--- src/sv/dam_pkg.sv ---
`default_nettype none
// ----------------------------------------------------------------------------
// dam_pkg
// Shared types, codes and helpers for the daily alarm matcher.
// ----------------------------------------------------------------------------
package dam_pkg;

  typedef enum logic [1:0] {
    CMD_CHECK  = 2'd0,
    CMD_SET    = 2'd1,
    CMD_SET_EN = 2'd2,
    CMD_READ   = 2'd3
  } cmd_e;

  typedef enum logic {
    ST_IDLE = 1'b0,
    ST_EXEC = 1'b1
  } state_e;

  // One alarm slot as held in the slot store.
  typedef struct packed {
    logic [4:0]  hour;
    logic [5:0]  minute;
    logic        enable;
    logic        fired;
    logic [13:0] year;
    logic [3:0]  month;
    logic [4:0]  day;
  } slot_t;

  // Calendar time presented to the compare unit.
  typedef struct packed {
    logic [13:0] year;
    logic [3:0]  month;
    logic [4:0]  day;
    logic [7:0]  hour;
    logic [7:0]  minute;
    logic [5:0]  second;
  } now_t;

  localparam logic [4:0] ResetHour   = 5'd8;
  localparam logic [5:0] ResetMinute = 6'd30;

  localparam slot_t SlotReset = '{
    hour:   ResetHour,
    minute: ResetMinute,
    enable: 1'b0,
    fired:  1'b0,
    year:   14'd0,
    month:  4'd0,
    day:    5'd0
  };

  // v mod 24 for an 8-bit value: quotient by reciprocal 171/4096, exact here.
  function automatic logic [4:0] mod24(logic [7:0] v);
    logic [15:0] p;
    logic [3:0]  q;
    logic [7:0]  r;
    p = 16'(v) * 16'd171;
    q = p[15:12];
    r = v - ({4'd0, q} * 8'd24);
    return r[4:0];
  endfunction

  // v mod 60 for an 8-bit value: quotient by reciprocal 137/8192, exact here.
  function automatic logic [5:0] mod60(logic [7:0] v);
    logic [15:0] p;
    logic [2:0]  q;
    logic [7:0]  r;
    p = 16'(v) * 16'd137;
    q = p[15:13];
    r = v - ({5'd0, q} * 8'd60);
    return r[5:0];
  endfunction

endpackage
`default_nettype wire

--- src/sv/daily_alarm_matcher.sv ---
`default_nettype none
// ----------------------------------------------------------------------------
// daily_alarm_matcher
// Table of daily alarms with check, set, set-enable and read commands.
// ----------------------------------------------------------------------------
//
//   Channel   Handshake          Ports
//   -------   ----------------   ---------------------------------------------
//   command   start / busy       command_i year_i month_i day_i hour_i
//                                minute_i second_i alarm_slot_i enable_i
//   result    valid_o (strobe)   ok_o fired_o fired_slot_o read_hour_o
//                                read_minute_o read_enable_o
//
// A command word is taken at a clock edge with start high and busy low. A
// check then visits the slots from slot 0 upward, stopping
// at the first slot that fires or at the last slot; set, set-enable and read
// work on the addressed slot alone. The single compare unit sees one slot of
// the store per cycle.
// The result word appears on the strobe in the cycle in which busy falls and
// cannot be stalled; a new command may be taken while it is shown.
// Reset returns every slot to 8:30, disabled, with no fired flag.
// ----------------------------------------------------------------------------
module daily_alarm_matcher
  import dam_pkg::*;
#(
  parameter int ALARM_SLOTS = 4
) (
  input  wire logic        clk_i,
  input  wire logic        rst_ni,
  input  wire logic        start,
  output logic             busy,
  input  wire logic [1:0]  command_i,
  input  wire logic [13:0] year_i,
  input  wire logic [3:0]  month_i,
  input  wire logic [4:0]  day_i,
  input  wire logic [7:0]  hour_i,
  input  wire logic [7:0]  minute_i,
  input  wire logic [5:0]  second_i,
  input  wire logic [7:0]  alarm_slot_i,
  input  wire logic        enable_i,
  output logic             valid_o,
  output logic             ok_o,
  output logic             fired_o,
  output logic [1:0]       fired_slot_o,
  output logic [4:0]       read_hour_o,
  output logic [5:0]       read_minute_o,
  output logic             read_enable_o
);

  // A single slot still needs a one-bit index.
  localparam int IdxW = (ALARM_SLOTS > 1) ? $clog2(ALARM_SLOTS) : 1;
  localparam logic [IdxW-1:0] LastIdx = IdxW'(ALARM_SLOTS - 1);

  state_e state_q, state_d;

  // Captured command word. These are payload registers and need no reset.
  cmd_e   cmd_q;
  now_t   now_q;
  logic   en_q;
  logic   bad_slot_q;

  logic [IdxW-1:0] idx_q, idx_d;

  // Slot store port and compare unit.
  logic  wr_en;
  slot_t wr_data;
  slot_t rd_data;
  logic  hit;
  slot_t chk_next;
  logic  done;

  // Result word.
  logic       valid_q;
  logic       ok_q, fired_q, read_en_q;
  logic [1:0] fired_slot_q;
  logic [4:0] read_hour_q;
  logic [5:0] read_minute_q;
  logic       ok_d, fired_d, read_en_d;
  logic [1:0] fired_slot_d;
  logic [4:0] read_hour_d;
  logic [5:0] read_minute_d;

  logic accept;
  assign accept = start && (state_q == ST_IDLE);
  assign busy   = (state_q != ST_IDLE);

  dam_slot_store #(
    .Slots(ALARM_SLOTS),
    .IdxW (IdxW)
  ) u_store (
    .clk_i    (clk_i),
    .rst_ni   (rst_ni),
    .idx_i    (idx_q),
    .wr_en_i  (wr_en),
    .wr_data_i(wr_data),
    .rd_data_o(rd_data)
  );

  dam_match_unit u_match (
    .now_i (now_q),
    .slot_i(rd_data),
    .hit_o (hit),
    .next_o(chk_next)
  );

  // Capture the command word on acceptance. The sequencer loads the slot index
  // register with the addressed slot, or with slot 0 to start a scan or when the slot is out of range.
  always_ff @(posedge clk_i) begin
    if (accept) begin
      cmd_q      <= cmd_e'(command_i);
      now_q      <= '{year: year_i, month: month_i, day: day_i,
                      hour: hour_i, minute: minute_i, second: second_i};
      en_q       <= enable_i;
      bad_slot_q <= ({24'd0, alarm_slot_i} >= 32'(ALARM_SLOTS));
    end
  end

  always_ff @(posedge clk_i or negedge rst_ni) begin
    if (!rst_ni) begin
      state_q <= ST_IDLE;
      idx_q   <= '0;
    end else begin
      state_q <= state_d;
      idx_q   <= idx_d;
    end
  end

  // Sequencer: one slot per cycle during a check, the addressed slot otherwise.
  always_comb begin
    state_d = state_q;
    idx_d   = idx_q;
    wr_en   = 1'b0;
    wr_data = rd_data;
    done    = 1'b0;
    unique case (state_q)
      ST_IDLE: begin
        if (accept) begin
          state_d = ST_EXEC;
          if (cmd_e'(command_i) == CMD_CHECK ||
              {24'd0, alarm_slot_i} >= 32'(ALARM_SLOTS)) begin
            idx_d = '0;
          end else begin
            idx_d = IdxW'(alarm_slot_i);
          end
        end
      end
      ST_EXEC: begin
        unique case (cmd_q)
          CMD_CHECK: begin
            wr_en   = 1'b1;
            wr_data = chk_next;
            if (hit || idx_q == LastIdx) begin
              done = 1'b1;
            end else begin
              idx_d = idx_q + IdxW'(1);
            end
          end
          CMD_SET: begin
            done           = 1'b1;
            wr_en          = !bad_slot_q;
            wr_data.hour   = mod24(now_q.hour);
            wr_data.minute = mod60(now_q.minute);
            wr_data.enable = en_q;
            wr_data.fired  = 1'b0;
          end
          CMD_SET_EN: begin
            done           = 1'b1;
            wr_en          = !bad_slot_q;
            wr_data.enable = en_q;
            wr_data.fired  = 1'b0;
          end
          CMD_READ: begin
            done = 1'b1;
          end
          default: begin
            done = 1'b1;
          end
        endcase
        if (done) begin
          state_d = ST_IDLE;
        end
      end
      default: begin
        state_d = ST_IDLE;
      end
    endcase
  end

  // The strobe is a one-cycle pulse, registered from done in the last working cycle.
  always_ff @(posedge clk_i or negedge rst_ni) begin
    if (!rst_ni) begin
      valid_q <= 1'b0;
    end else begin
      valid_q <= done;
    end
  end

  // Result fields; anything a command does not produce reads as zero.
  always_comb begin
    ok_d          = 1'b0;
    fired_d       = 1'b0;
    fired_slot_d  = 2'd0;
    read_hour_d   = 5'd0;
    read_minute_d = 6'd0;
    read_en_d     = 1'b0;
    if (cmd_q == CMD_CHECK) begin
      if (hit) begin
        ok_d         = 1'b1;
        fired_d      = 1'b1;
        fired_slot_d = 2'(idx_q);
      end
    end else if (!bad_slot_q) begin
      ok_d = 1'b1;
      if (cmd_q == CMD_READ) begin
        read_hour_d   = rd_data.hour;
        read_minute_d = rd_data.minute;
        read_en_d     = rd_data.enable;
      end
    end
  end

  always_ff @(posedge clk_i) begin
    if (done) begin
      ok_q          <= ok_d;
      fired_q       <= fired_d;
      fired_slot_q  <= fired_slot_d;
      read_hour_q   <= read_hour_d;
      read_minute_q <= read_minute_d;
      read_en_q     <= read_en_d;
    end
  end

  assign valid_o       = valid_q;
  assign ok_o          = ok_q;
  assign fired_o       = fired_q;
  assign fired_slot_o  = fired_slot_q;
  assign read_hour_o   = read_hour_q;
  assign read_minute_o = read_minute_q;
  assign read_enable_o = read_en_q;

endmodule
`default_nettype wire

--- src/sv/dam_slot_store.sv ---
`default_nettype none
// ----------------------------------------------------------------------------
// dam_slot_store
// Register file of alarm slots with one shared read and write address.
// ----------------------------------------------------------------------------
module dam_slot_store
  import dam_pkg::*;
#(
  parameter int Slots = 4,
  parameter int IdxW  = 2
) (
  input  wire logic            clk_i,
  input  wire logic            rst_ni,
  input  wire logic [IdxW-1:0] idx_i,
  input  wire logic            wr_en_i,
  input  wire slot_t           wr_data_i,
  output slot_t                rd_data_o
);

  slot_t slots_q [Slots];

  always_ff @(posedge clk_i or negedge rst_ni) begin
    if (!rst_ni) begin
      for (int k = 0; k < Slots; k++) begin
        slots_q[k] <= SlotReset;
      end
    end else if (wr_en_i) begin
      slots_q[idx_i] <= wr_data_i;
    end
  end

  assign rd_data_o = slots_q[idx_i];

endmodule
`default_nettype wire

--- src/sv/dam_match_unit.sv ---
`default_nettype none
// ----------------------------------------------------------------------------
// dam_match_unit
// Compare unit shared by all slots: date roll-over and alarm match for one
// slot, with the slot's updated contents after a check.
// ----------------------------------------------------------------------------
module dam_match_unit
  import dam_pkg::*;
(
  input  wire now_t  now_i,
  input  wire slot_t slot_i,
  output logic       hit_o,
  output slot_t      next_o
);

  logic stale;
  logic fired_eff;

  always_comb begin
    stale     = (slot_i.year != now_i.year) || (slot_i.month != now_i.month) ||
                (slot_i.day != now_i.day);
    fired_eff = slot_i.fired && !stale;
    hit_o     = slot_i.enable && !fired_eff &&
                ({3'd0, slot_i.hour} == now_i.hour) &&
                ({2'd0, slot_i.minute} == now_i.minute) &&
                (now_i.second == 6'd0);
    next_o       = slot_i;
    next_o.fired = fired_eff || hit_o;
    if (hit_o) begin
      next_o.year  = now_i.year;
      next_o.month = now_i.month;
      next_o.day   = now_i.day;
    end
  end

endmodule
`default_nettype wire

--- config.mk ---
export PLATFORM = sky130hd
export DESIGN_NAME = daily_alarm_matcher
export DESIGN_NICKNAME = d
export VERILOG_FILES = /design/src/sv/dam_pkg.sv /design/src/sv/daily_alarm_matcher.sv /design/src/sv/dam_slot_store.sv /design/src/sv/dam_match_unit.sv
export SDC_FILE = /design/constraint.sdc
export NUM_CORES = 1
export LEC_CHECK = 0
export BUFFER_PORTS_ARGS = -buffer_cell sky130_fd_sc_hd__buf_2
export CAP_MARGIN = 5
export CORE_MARGIN = 2
export CORE_UTILIZATION = 55
export DETAILED_ROUTE_END_ITERATION = 8
export PLACE_DENSITY = 0.83
export SLEW_MARGIN = 20
export SYNTH_ARGS = -nofsm -noshare
export SYNTH_HDL_FRONTEND = slang
export SYNTH_HIERARCHICAL = 1
export SYNTH_SLANG_ARGS = --single-unit
--- constraint.sdc ---
create_clock -name clk_i -period 9.53 [get_ports clk_i]
set_input_delay 0.953 -clock clk_i [delete_from_list [all_inputs] [get_ports clk_i]]
set_output_delay 0.953 -clock clk_i [all_outputs]
set_load 0.005 [all_outputs]
After elaboration in Yosys (flattened, before gate mapping)
Cells that the tools add are included.
Widths: inputs -> output; s select.
{"block": "totals", "ff_bits": 213, "latch_bits": 0, "mem_bits_rw": 0, "rom_bits": 0, "output_inout_bits": 18, "mem_count": 0}
{"block": "classes", "addsub": 3, "multipliers": 4, "div": 0, "order_cmp": 3, "n_eq_ne": 12, "n_shift": 0, "mux": 28, "n_bitwise": 3, "reduce_logical": 23}
{"operator": "$bwmux 144", "count": 1}
{"operator": "$mux 36", "count": 4}
{"operator": "$bmux 36 s2", "count": 1}
{"operator": "$demux 36 s2", "count": 1}
{"operator": "$mux 23", "count": 2}
{"operator": "$mul 8x8->16 const B", "count": 2}
{"operator": "$ne 14x14->1", "count": 1}
{"operator": "$mux 11", "count": 1}
{"operator": "$mux 1", "count": 9}
{"operator": "$eq 5x8->1", "count": 1}
{"operator": "$eq 6x8->1", "count": 1}
{"operator": "$ge 8x3->1 const B", "count": 1}
{"operator": "$mux 2", "count": 4}
{"operator": "$pmux 2 s2", "count": 2}
{"operator": "$logic_and 1x1->1", "count": 7}
{"operator": "$eq 2x2->1 const B", "count": 3}
{"operator": "$logic_not 6->1", "count": 1}
{"operator": "$pmux 1 s2", "count": 3}
{"operator": "$reduce_or 3->1", "count": 2}
{"operator": "$sub 6x6->6", "count": 1}
{"operator": "$logic_or 1x1->1", "count": 5}
{"operator": "$ne 5x5->1", "count": 1}
{"operator": "$sub 5x5->5", "count": 1}
{"operator": "$logic_not 2->1", "count": 2}
{"operator": "other kinds (15)", "count": 19}

Longest topological paths before layout
{"block": "logic_depth", "depth_word": 20, "mapped_depth": 19, "ltp_nobuf": 19}

Cells and area by module
Netlist, hierarchy kept.
{"mod": "dam_slot_store", "instances": 1, "cells_per_inst": 351, "area_per_inst_um2": 6398.6, "seq_area_each_um2": 3628.5}
{"mod": "daily_alarm_matcher", "instances": 1, "cells_per_inst": 361, "area_per_inst_um2": 4530.6, "seq_area_each_um2": 2052.0}
{"mod": "dam_match_unit", "instances": 1, "cells_per_inst": 90, "area_per_inst_um2": 879.6, "seq_area_each_um2": 0.0}

Worst setup path after synthesis
No wires, ideal clock.
{"block": "synth_path", "kind": "reg-to-reg", "start": "reg now_q[15] (netlist name)", "end": "reg u_store/slots_q[143] (netlist name)", "arrival_ns": 4.389, "t_required_ns": 9.403, "path_slack_ns": 5.014, "stages_incl_launch_ff": 20, "n_path_buf": 0, "period_less_slack_ns": 4.516, "cell_sequence": "edfxtp_1 > ha_1 > fa_1 > fa_1 > inv_1 > fa_1 > inv_1 > ha_1 > nand2_1 > nor2_2 > a21oi_1 > and3_1 > nor2_1 > ha_1 > xnor2_1 > xnor2_1 > xnor2_1 > nor3_1 > o31ai_2 > mux2_1"}
{"element": "start, declared", "line": "daily_alarm_matcher.sv:58", "text": "now_t now_q;"}
{"element": "start signal, assigned", "line": "daily_alarm_matcher.sv:111", "text": "now_q <= '{year: year_i, month: month_i, day: day_i,"}
{"element": "end signal, assigned by index", "line": "dam_slot_store.sv:25", "text": "slots_q[k] <= SlotReset;"}
{"element": "end signal, assigned by index", "line": "dam_slot_store.sv:28", "text": "slots_q[idx_i] <= wr_data_i;"}
{"element": "end, declared", "line": "dam_slot_store.sv:20", "text": "slot_t slots_q [Slots];"}

==> flow_summary.ini <==
[critical_path]
crit_path_top_delay_cell = fa_1
worstReg2RegStart = now_q[15]
arrival_ns = 5.23
critical_path.max_fanout = 6
number_of_cells_on_the_worst_reg_to_reg_path = 19
crit_path_kind = reg2reg
critical_path.reg2reg.endpoint = u_store/slots_q[143]
ordered_list_of_cells_on_the_worst_path = ha_1 -> fa_1 -> fa_1 -> inv_1 -> fa_1 -> inv_1 -> ha_1 -> nand2_1 -> nor2_2 -> a21oi_1 -> and3_1 -> nor2_1 -> ha_1 -> xnor2_1 -> xnor2_1 -> xnor2_1 -> nor3_1 -> o31ai_2 -> mux2_1
crit_start = now_q[15]
max_stage_delay_ns = 0.53
cp-end-kind = flop
rrSetupSlack_ns = 4.70
timing.critical_path.required_ns = 9.93
critPathCapture = u_store/slots_q[143]
worstSetupStartpointType = flop

[logic_synthesis]
post_synthesis_compound_gate_area_fraction_pct = 3.07
synth-warning-count = 6
synth_adder_area_share_pct = 10.3
synth.avg_cell_area_um2 = 14.7
synth_cells = 802
synth_top_family_by_area = multiplexers
synth-xor-area-share_pct = 3.34
mappedNetlistNets = 950
synth.mux.area_fraction_pct = 26.6
synth-edff-count = 65
proportion_of_synthesized_chip_area_in_sequential_cells_pct = 48.1
netlist_area_mm2 = 0.0118
async_reset_ff_share_pct = 69.5
dominantRegCellSynth = dfrtp_1
ys_types = 53
synth_simple_gate_area_share_pct = 4.23
ys_ff_latch = 213

[clock_network]
postCtsSetupBuffers = 0
insertion_delay_ns = 0.52
cts_root_buf = clkbuf_16
cts-buffers-inserted = 24
cts_hold_repair.buffers = 0
clock_pin_slew_worst_setup_and_hold_paths_ns = 0.07
cts_tree = built
ctsResizeCount = 0
clock-sinks = 213
cts_max_path_buffers = 3
cts-htree-levels = 1

[routing]
detail_route.first_pass.iterations = 4
detail_route.drc_violations = 0
dr.first_iter.drc_count = 285
avgRoutedWirePerCell_um = 20.1
routed-via-count = 6777
routed_via_density = 5.83
finalWirelength_um = 23300
detail-route-antenna-nets = 0

[timing]
rsz0062_at_grt = false
worst_slew_pin_slew_ns = 0.894
finalCriticalPeriod_ns = 4.83
maxSlewViolCount = 0
setup_tns_ns = 0
finalHoldViolations = 0
worst_case_clock_skew_ns = 0.0128
relSlewSlack_pct = 40.4
fmax_ghz = 0.207
setup-violations-final = 0
finalCritPeriodShare_pct = 50.7
setup_slack_ns = 4.70

[layout]
finish.net_count = 1018
antenna_diode_count = 0
postLayoutCellArea_mm2 = 0.0132
synthToLayoutAreaGrowth_pct = 11.6
final_layout_size_suffix_gt1_share_pct = 43.2

[global_routing]
grt_pass1_wl_um = 37700
gr_usage_total_pct = 21.4
gr-total-overflow = 0
grt_antenna_before_repair = 0
number_of_global_route_vias_before_repair = 7339
grt_start_max_net_pins = 98

[power]
cellPowerDensity_mw_per_mm2 = 208
peakVddDrop_uv = 119
total_leakage_power_nw = 6.15

[die]
top_level_ports = 77
row_count = 53
die_height_um = 151
design.die.area_mm2 = 0.0227
core_region_area_mm2 = 0.0210
die-width_um = 151
initial_utilization_pct = 56.2

[placed_design]
dpl.hpwl_um = 14700
portBuffers = 76
placed_cell_area_mm2 = 0.0123
gp_congestion = 0.852
pre_cts_slack_ns = 4.68

[job]
cap_viol_max_count = 0

[hold_path]
hp-class = reg2reg

[run_status]
status = completed
==> critical path: cells and delay by family, from the launching register on <==
| kind | cells | cell delay (ns) |
|---|---|---|
| multiplexers | 1 | 0.30 |
| adder cells (fa/ha/maj) | 6 | 2.37 |
| AO/OA/AOI/OAI | 2 | 0.36 |
| flip-flops | 1 | 0.50 |
| AND/OR/NAND/NOR | 5 | 0.63 |
| XOR/XNOR | 3 | 0.46 |
| buffers and inverters | 2 | 0.09 |
==> metal layers <==
layer	vias to the layer above	global-route usage (%)	routed length [um]
met5	-	0	0
met4	0	7.74	596
met3	44	2.85	923
met2	156	35.5	11500
met1	3527	28.9	10300
li1	3050	-	-
==> final cells by class <==
| cell class | count | area, um2 |
|---|---|---|
| fillers | 1504 | 7840 |
| flip-flops and latches | 213 | 5680 |
| multi-input cells | 496 | 5630 |
| clock buffers | 27 | 633 |
| repair buffers | 88 | 477 |
| well taps | 275 | 344 |
| clock inverters | 17 | 243 |
| inverters | 47 | 176 |
==> metrics by stage <==
step / util, % / instances / total power, mW / hold WS [ns]
2_1_floorplan: - / 802 / 1.61 / 0.453
3_3_place_gp: 58.5 / 1119 / 1.72 / 0.467
3_5_place_dp: 58.5 / 1119 / 1.75 / 0.478
4_1_cts: 62.7 / 1163 / 2.76 / 0.491
5_1_grt: 62.7 / 1163 / 2.87 / 0.509
6_report: 62.7 / 1163 / 2.74 / 0.488
==> synth_stat cells (15+ instances only) <==
cell type	instances	share of area, %
nand2_1	23	0.73
ha_1	76	8.1
buf_4	15	0.95
dfstp_2	20	4.5
edfxtp_1	65	17
mux4_2	36	6.9
buf_2	16	0.68
and2_1	15	0.79
dfrtp_1	128	27
mux2_4	49	6.2
xnor2_1	42	3.1
nor2_1	16	0.51
inv_1	47	1.5
mux2_2	133	13
==> cell families after synthesis <==
kind of cell,Yosys count
muxes,227
AOI/OAI and AO/OA,45
and+or+nand+nor,90
buffers and inverters,93
adders and majority gates,89
DFF,213
xor gates and xnor gates,45
==> cells in the final DEF (no fill, tap or decap), types with 11 or more instances in the layout <==
master	count
mux2_2	133
dfrtp_1	126
ha_1	76
buf_2	75
edfxtp_1	65
mux2_4	49
inv_1	47
xnor2_1	42
mux4_2	36
clkbuf_16	25
nand2_1	23
dfstp_2	20
nor2_1	16
and2_1	15
fa_1	13
buf_4	12
a21oi_1	11
==> how the worst min path moves through the flow <==
stage,from,to,slack [ns],cells after the start
5_1_grt,u_store/slots_q[46],u_store/slots_q[46],0.51,1
3_5_place_dp,u_store/slots_q[109],u_store/slots_q[109],0.48,1
3_3_place_gp,u_store/slots_q[111],u_store/slots_q[111],0.47,1
2_1_floorplan,u_store/slots_q[108],u_store/slots_q[108],0.45,1
6_report,u_store/slots_q[109],u_store/slots_q[109],0.49,1
4_1_cts,u_store/slots_q[109],u_store/slots_q[109],0.49,1
==> flip-flops by register name (all words and copies together) (netlist names) <==
register / flops
bad_slot_q: 1
busy: 1
cmd_q: 2
en_q: 1
fired_o: 1
fired_slot_o: 2
idx_q: 2
now_q: 45
ok_o: 1
read_enable_o: 1
read_hour_o: 5
read_minute_o: 6
u_store/slots_q: 144
valid_o: 1
==> report_power, final <==
group | internal [mW] | switching (mW)
registers | 1.05 | 0.0524
clock network | 0.621 | 0.382
logic | 0.285 | 0.350
No activity file was read; power rests on OpenSTA's default activity.
